$ cat config.mk
export PLATFORM = sky130hd
export DESIGN_NAME = keyed_event_slot_table
export DESIGN_NICKNAME = d
export VERILOG_FILES = /design/src/kest_pkg.sv /design/src/kest_cell.sv /design/src/keyed_event_slot_table.sv
export SDC_FILE = /design/constraint.sdc
export NUM_CORES = 1
export LEC_CHECK = 0
export BUFFER_PORTS_ARGS = -buffer_cell sky130_fd_sc_hd__clkbuf_2
export CAP_MARGIN = 40
export CORE_ASPECT_RATIO = 1.5
export CORE_MARGIN = 2
export CORE_UTILIZATION = 41
export CTS_CLUSTER_SIZE = 10
export DETAILED_ROUTE_END_ITERATION = 12
export SYNTH_ARGS = -nofsm -noshare
export SYNTH_HDL_FRONTEND = slang
export SYNTH_SLANG_ARGS = --single-unit
export TNS_END_PERCENT = 10
$ cat constraint.sdc
create_clock -name clk -period 15.5 [get_ports clk]
set_input_delay 1.55 -clock clk [delete_from_list [all_inputs] [get_ports clk]]
set_output_delay 1.55 -clock clk [all_outputs]
set_load 0.05 [all_outputs]
$ cat src/kest_pkg.sv
// Shared types and constants for the keyed event slot table.
package kest_pkg;

	localparam int SLOT_COUNT_DEF = 16;
	localparam int ID_W           = 32;
	localparam int REF_W          = 32;
	localparam int OCC_W          = 5;
	localparam int ACTION_SHIFT   = 16;
	localparam logic [ACTION_SHIFT-1:0] ACTION_TAG = ACTION_SHIFT'(2);

	typedef enum logic [2:0] {
		REQ_POST        = 3'd0,
		REQ_POST_ACTION = 3'd1,
		REQ_CHECK       = 3'd2,
		REQ_TAKE        = 3'd3,
		REQ_CLEAR_FIRST = 3'd4,
		REQ_CLEAR_ALL   = 3'd5
	} req_t;

	typedef enum logic [1:0] {
		ST_OK      = 2'd0,
		ST_FULL    = 2'd1,
		ST_MISSING = 2'd2
	} status_t;

	typedef enum logic [1:0] {
		FSM_IDLE,
		FSM_SCAN,
		FSM_FLUSH
	} fsm_t;

	// one slot as it travels along the ring
	typedef struct packed {
		logic [ID_W-1:0]  target;
		logic [REF_W-1:0] script;
	} slot_t;

endpackage

$ cat src/kest_cell.sv
// One slot cell of the rotating ring.
module kest_cell (
	input  logic           clk,
	input  logic           arst_n,
	input  logic           shift,
	input  kest_pkg::slot_t nxt,
	output kest_pkg::slot_t cur
);
	import kest_pkg::*;

	logic [ID_W-1:0]  target_q;
	logic [REF_W-1:0] script_q;

	always_ff @(posedge clk or negedge arst_n) begin
		if (!arst_n) begin
			target_q <= '0;
		end else if (shift) begin
			target_q <= nxt.target;
		end
	end

	// reference has no defined reset value
	always_ff @(posedge clk) begin
		if (shift) begin
			script_q <= nxt.script;
		end
	end

	assign cur.target = target_q;
	assign cur.script = script_q;

endmodule

$ cat src/keyed_event_slot_table.sv
// Top level: ring of slot cells with a head-of-ring request engine.
//
// Sequence: an accepted request rotates the ring one full revolution in the
//   scan state, then its result is loaded into m_tdata once the output is free.
// Flow: a new request is taken only in the idle state; while scanning the ring
//   rotates one slot per cycle past the single compare unit at its head.
// Reset: arst_n clears every slot id (all empty), the FSM and the output
//   valid; stored references are left undefined.
module keyed_event_slot_table #(
	parameter int SLOT_COUNT = kest_pkg::SLOT_COUNT_DEF
) (
	input  logic        clk,
	input  logic        arst_n,
	input  logic        s_tvalid,
	output logic        s_tready,
	input  logic [63:0] s_tdata,   // [31:0] target_id, [63:32] script_value
	input  logic [2:0]  s_tuser,   // [2:0] req_type
	output logic        m_tvalid,
	input  logic        m_tready,
	output logic [39:0] m_tdata    // [0] hit, [32:1] script_ref, [34:33] status,
	                               // [39:35] occupancy
);
	import kest_pkg::*;

	localparam int SW   = (SLOT_COUNT > 1) ? $clog2(SLOT_COUNT) : 1;
	localparam int CW   = $clog2(SLOT_COUNT + 1);
	localparam int OW   = (CW > OCC_W) ? CW : OCC_W;
	localparam logic [SW-1:0] LAST = SW'(SLOT_COUNT - 1);

	// ring: cell 0 is the head the engine looks at each cycle
	slot_t ring [SLOT_COUNT];
	slot_t head_new;
	logic  shift;

	genvar gi;
	generate
		for (gi = 0; gi < SLOT_COUNT; gi++) begin : g_cell
			slot_t feed;
			if (gi == SLOT_COUNT - 1) begin : g_tail
				assign feed = head_new;
			end else begin : g_mid
				assign feed = ring[gi+1];
			end
			kest_cell u_cell (
				.clk   (clk),
				.arst_n(arst_n),
				.shift (shift),
				.nxt   (feed),
				.cur   (ring[gi])
			);
		end
	endgenerate

	// request registers
	fsm_t             state_q, state_d;
	req_t             req_q;
	logic [ID_W-1:0]  id_q;
	logic [REF_W-1:0] ref_q;
	logic [SW-1:0]    step_q;
	logic             done_q;      // first-match (or post slot) already found
	logic [REF_W-1:0] taken_q;
	logic [OW-1:0]    occ_q;
	logic             m_tvalid_q;
	logic [39:0]      m_tdata_q;

	logic accept, out_free, load_out, last_step;
	logic head_match, head_empty, set_done, take_now;

	assign accept    = s_tvalid && s_tready;
	assign out_free  = !m_tvalid_q || m_tready;
	assign last_step = (step_q == LAST);

	// next state
	always_comb begin
		state_d = state_q;
		case (state_q)
			FSM_IDLE:  if (s_tvalid) state_d = FSM_SCAN;
			FSM_SCAN:  if (last_step) state_d = FSM_FLUSH;
			FSM_FLUSH: if (out_free) state_d = FSM_IDLE;
			default:   state_d = FSM_IDLE;
		endcase
	end

	// FSM outputs
	always_comb begin
		s_tready = 1'b0;
		shift    = 1'b0;
		load_out = 1'b0;
		case (state_q)
			FSM_IDLE:  s_tready = 1'b1;
			FSM_SCAN:  shift    = 1'b1;
			FSM_FLUSH: load_out = out_free;
			default:   ;
		endcase
	end

	always_ff @(posedge clk or negedge arst_n) begin
		if (!arst_n) begin
			state_q <= FSM_IDLE;
		end else begin
			state_q <= state_d;
		end
	end

	// head-of-ring engine: decide what the current slot becomes
	assign head_match = (ring[0].target == id_q);
	assign head_empty = (ring[0].target == '0);

	always_comb begin
		head_new = ring[0];
		set_done = 1'b0;
		take_now = 1'b0;
		case (req_q)
			REQ_POST, REQ_POST_ACTION: begin
				if (!done_q && (head_match || head_empty)) begin
					head_new.target = id_q;
					head_new.script = ref_q;
					set_done        = 1'b1;
				end
			end
			REQ_CHECK: begin
				if (head_match) set_done = 1'b1;
			end
			REQ_TAKE: begin
				if (!done_q && head_match) begin
					head_new.target = '0;
					set_done        = 1'b1;
					take_now        = 1'b1;
				end
			end
			REQ_CLEAR_FIRST: begin
				if (!done_q && head_match) begin
					head_new.target = '0;
					set_done        = 1'b1;
				end
			end
			REQ_CLEAR_ALL: begin
				if (head_match) head_new.target = '0;
			end
			default: ;
		endcase
	end

	// scan control
	always_ff @(posedge clk or negedge arst_n) begin
		if (!arst_n) begin
			step_q <= '0;
			done_q <= 1'b0;
			occ_q  <= '0;
		end else if (accept) begin
			step_q <= '0;
			done_q <= 1'b0;
			occ_q  <= '0;
		end else if (shift) begin
			step_q <= last_step ? '0 : step_q + SW'(1);
			if (set_done) done_q <= 1'b1;
			if (head_new.target != '0) occ_q <= occ_q + OW'(1);
		end
	end

	// request payload; player action stores (value << 16) | 2
	always_ff @(posedge clk) begin
		if (accept) begin
			req_q   <= req_t'(s_tuser);
			id_q    <= s_tdata[31:0];
			taken_q <= '0;
			if (req_t'(s_tuser) == REQ_POST_ACTION) begin
				ref_q <= {s_tdata[32 +: REF_W-ACTION_SHIFT], ACTION_TAG};
			end else begin
				ref_q <= s_tdata[63:32];
			end
		end else if (shift && take_now) begin
			taken_q <= ring[0].script;
		end
	end

	// result assembly
	logic          res_hit;
	status_t       res_status;
	logic [OCC_W-1:0] res_occ;

	always_comb begin
		res_hit    = done_q && (req_q == REQ_CHECK || req_q == REQ_TAKE);
		res_status = ST_OK;
		if ((req_q == REQ_POST || req_q == REQ_POST_ACTION) && !done_q) res_status = ST_FULL;
		if (req_q == REQ_TAKE && !done_q) res_status = ST_MISSING;
		res_occ = (occ_q > OW'(31)) ? OCC_W'(31) : occ_q[OCC_W-1:0];
	end

	// output register
	always_ff @(posedge clk or negedge arst_n) begin
		if (!arst_n) begin
			m_tvalid_q <= 1'b0;
		end else if (load_out) begin
			m_tvalid_q <= 1'b1;
		end else if (m_tready) begin
			m_tvalid_q <= 1'b0;
		end
	end

	always_ff @(posedge clk) begin
		if (load_out) begin
			m_tdata_q <= {res_occ, res_status, taken_q, res_hit};
		end
	end

	assign m_tvalid = m_tvalid_q;
	assign m_tdata  = m_tdata_q;

	// a new request always starts the ring at slot 0
	a_start_aligned: assert property (@(posedge clk) disable iff (!arst_n)
		accept |-> (step_q == '0))
		else $error("request accepted with ring not at slot 0");

	// a full revolution ends in the flush state
	a_scan_ends: assert property (@(posedge clk) disable iff (!arst_n)
		(state_q == FSM_SCAN && last_step) |=> (state_q == FSM_FLUSH))
		else $error("scan did not end after one revolution");

	// a hit never carries an error status
	a_hit_ok: assert property (@(posedge clk) disable iff (!arst_n)
		(m_tvalid && m_tdata[0]) |-> (m_tdata[34:33] == ST_OK))
		else $error("hit reported with error status");

	// occupancy can not exceed the table size
	a_occ_bound: assert property (@(posedge clk) disable iff (!arst_n)
		(state_q == FSM_FLUSH) |-> (occ_q <= OW'(SLOT_COUNT)))
		else $error("occupancy count overran table size");

endmodule

==> impl_results.md <==
* Outcome: completed
* Synth top cells by count: nand2_1 (1,481), edfxtp_1 (619), dfrtp_1 (525)
* Post-CTS Resized at 0
* Top FF cell, synth: edfxtp_1
* DIE AREA at 103,000 um2
* Layout area overhead at 15.0%
* Share of cells above drive strength 1 at 9.35%
* Pre-Repair DR Iteration Count at 5
* Tot GR Track Use at 14.5%
* Via count at 22.2k
* WHS at 405 ps
* Top cells by area, synth: edfxtp_1 (45%), dfrtp_1 (32%), nand2_1 (14%), dfxtp_1 (1.6%), mux2_1 (1.3%)
* Syn nets at 3,202
* VDD IR max at 0.107 mV
* Post-synthesis xor/xnor area fraction at 0.683%
* Max cap viols at 0
* #FFs+latches synth at 1,176
* Seq/Total Area, Yosys at 78.9%
* Critical Path Fanout Max at 186
* Fin nets at 3,347
* Power density over the cells at 202 nW/um2
* Syn_area_per_cell at 13.1 um2
* Adder-cell area share of the yosys netlist at 0.0915%
* Highest clock rate at 0.230 GHz
* Synth Cell Area at 41,000 um2
* Total wire length at 74,100 um
* Hold-fix buffers at CTS at 0
* Fin util at 47.4%
* Clock Path Buffers at 3
* Die H at 391 um
* Yosys synthesis warning count at 0
* Synth Area in Simple Gates at 15.5%
* Die W at 262 um
* Worst Max-Slew Pin Slew at 1130 ps
* Initial antenna violation count at 5
* Filler cells at 8,842
* Synth Area in Compound Gates at 1.09%
* Post-synth cell types at 47
* RePlAce Congestion at 0.778
* Top Ports at 113
* Share of the clock period used by the worst path at 28.1%
* DP HPWL at 43,100 um
* Global-route wire length before repair at 119,000 um
* Total Power at 9.52 mW
* Largest net degree at the start of global routing at 233
* Asr flop ratio synth at 44.6%
* Post-CTS Setup Inserts at 0
* Kind of critical path: flop to flop
* Multiplexer area fraction after synthesis at 2.20%
* Setup Viol. Count Final at 0
* Final WS setup at 11,140 ps
* Clock latency at the later pin of the worst-skew pair at 730 ps
* EDFF count, synth at 619
* Core Area at 99,500 um2
* Vias in the first global route at 21.5k
* Worst-path clk slew at 50 ps
* Pins over their slew limit at 0
* Area leader, netlist: edfxtp_1
* Total grt overflow at 0
* Setup tns final at 0 ps
* Slew HR at 24.8%
* H-Tree Depth at 4
* Pre-CTS setup slack at 11,080 ps
* RSZ-0062 raised after global routing: no
* CP required at 15,840 ps
* Largest family of logic cells by synthesized area: simple AND/OR/NAND/NOR gates
* Startpoint class of the critical path: flop
* Leakage power at 21.3 nW
* Initial core utilization at 41.2%
* DR WL/cell at 15.9 um
* Antenna-violating nets left at 0
* Sinks on Clock Net at 1,176
* DRT iter0 DRCs at 2,014
* Critical path endpoint category: flop
* CTS Buf Count at 136
* Final hold vios at 0
* Period minus WS final at 4360 ps
* Root Buffer: clkbuf_16
* CTS tree: done
* # rows at 142
* Worst EP arrival at 4700 ps
* Most common cell in the netlist: nand2_1
* Top cell type's share of synthesized area at 45.3%
* Vias/cell at 4.76
* Post-Syn Instances at 3,128
* Residual DRC count at 0
* Port Buffer Count at 112
* Setup Skew at 25.1 ps
* Hold WC Path Type: flop to flop
==> worst max-delay path, cell delays in order, from the launching register on <==
cell and delay, ps:
dfrtp_1 390, nand2b_4 370, inv_8 490, buf_4 410
buf_4 760, buf_4 620, buf_12 740
==> through the flow <==
step	cell area, um2	instances
finish	47200	4655
global placement	42900	4419
floorplan	41000	3128
CTS	47200	4654
global route	47200	4654
detailed placement	43200	4431
==> state kept, by name (all words and copies together), names as in the netlist <==
name	count
id_q	32
done_q	1
ref_q	32
occ_q	5
m_tvalid	1
m_tdata	40
state_q	2
taken_q	32
g_cell.u_cell.script_q	512
req_q	3
g_cell.u_cell.target_q	512
step_q	4
==> cell usage in the layout, fill, tap and decap left out, types with 36 or more instances in the layout <==
| cell | instances |
|---|---|
| mux2_1 | 48 |
| clkbuf_2 | 111 |
| dfrtp_1 | 525 |
| edfxtp_1 | 619 |
| nand2_1 | 1481 |
| clkbuf_1 | 70 |
| clkbuf_16 | 139 |
| nor2_1 | 44 |
| mux2i_1 | 36 |
==> final timing paths <==
check | startpoint | endpoint | slack, ps | depth (start not counted)
worst max-delay path | state_q[1] | g_cell[15].u_cell.script_q[28] | 11140 | 6
worst min-delay path | g_cell[9].u_cell.script_q[20] | g_cell[8].u_cell.script_q[20] | 400 | 0
worst max register to register | state_q[1] | g_cell[15].u_cell.script_q[28] | 11140 | 6
worst min register to register | g_cell[9].u_cell.script_q[20] | g_cell[8].u_cell.script_q[20] | 400 | 0
max in group asynchronous | arst_n | g_cell[6].u_cell.target_q[20] | 12880 | 5
min in group asynchronous | arst_n | g_cell[8].u_cell.target_q[30] | 840 | 1
==> final cells by class <==
cell class | instances | area (um2) | area share (%)
clock buffers | 211 | 3770 | 7.99
multi-input cells | 1802 | 8070 | 17.1
inverters | 7 | 36.3 | 0.0769
diodes | 1 | 2.50 | 0.00530
well taps | 1296 | 1620 | 3.44
clock inverters | 12 | 208 | 0.440
flip-flops and latches | 1176 | 32400 | 68.6
repair buffers | 150 | 1120 | 2.37
==> layer usage <==
metal / vias up / share of wire, % / global-route usage (%)
met5: - / 0.018 / 0
met4: 2 / 2.3 / 4.92
met3: 130 / 4.0 / 2.94
met2: 390 / 47 / 23.0
met1: 11009 / 46 / 20.1
li1: 10630 / - / -
==> kinds of logic (layout without fill, tap and decap cells) <==
logic type,Yosys count,count (layout)
AO/OA/AOI/OAI,54,54
XOR/XNOR,32,32
adder cells (fa/ha/maj),3,3
buffers and inverters,150,380
flip-flops,1176,1176
multiplexers,84,84
other,0,1
AND/OR/NAND/NOR,1629,1629
==> power by group <==
group          leakage, nW  switching [mW]  total (mW)  internal [mW]
logic                 5.73           0.907        1.28          0.372
clock network         1.90            1.20        2.88           1.67
registers             13.7           0.536        5.36           4.82
total                 21.3            2.65        9.52           6.87
Power figures use the tool's default switching activity.
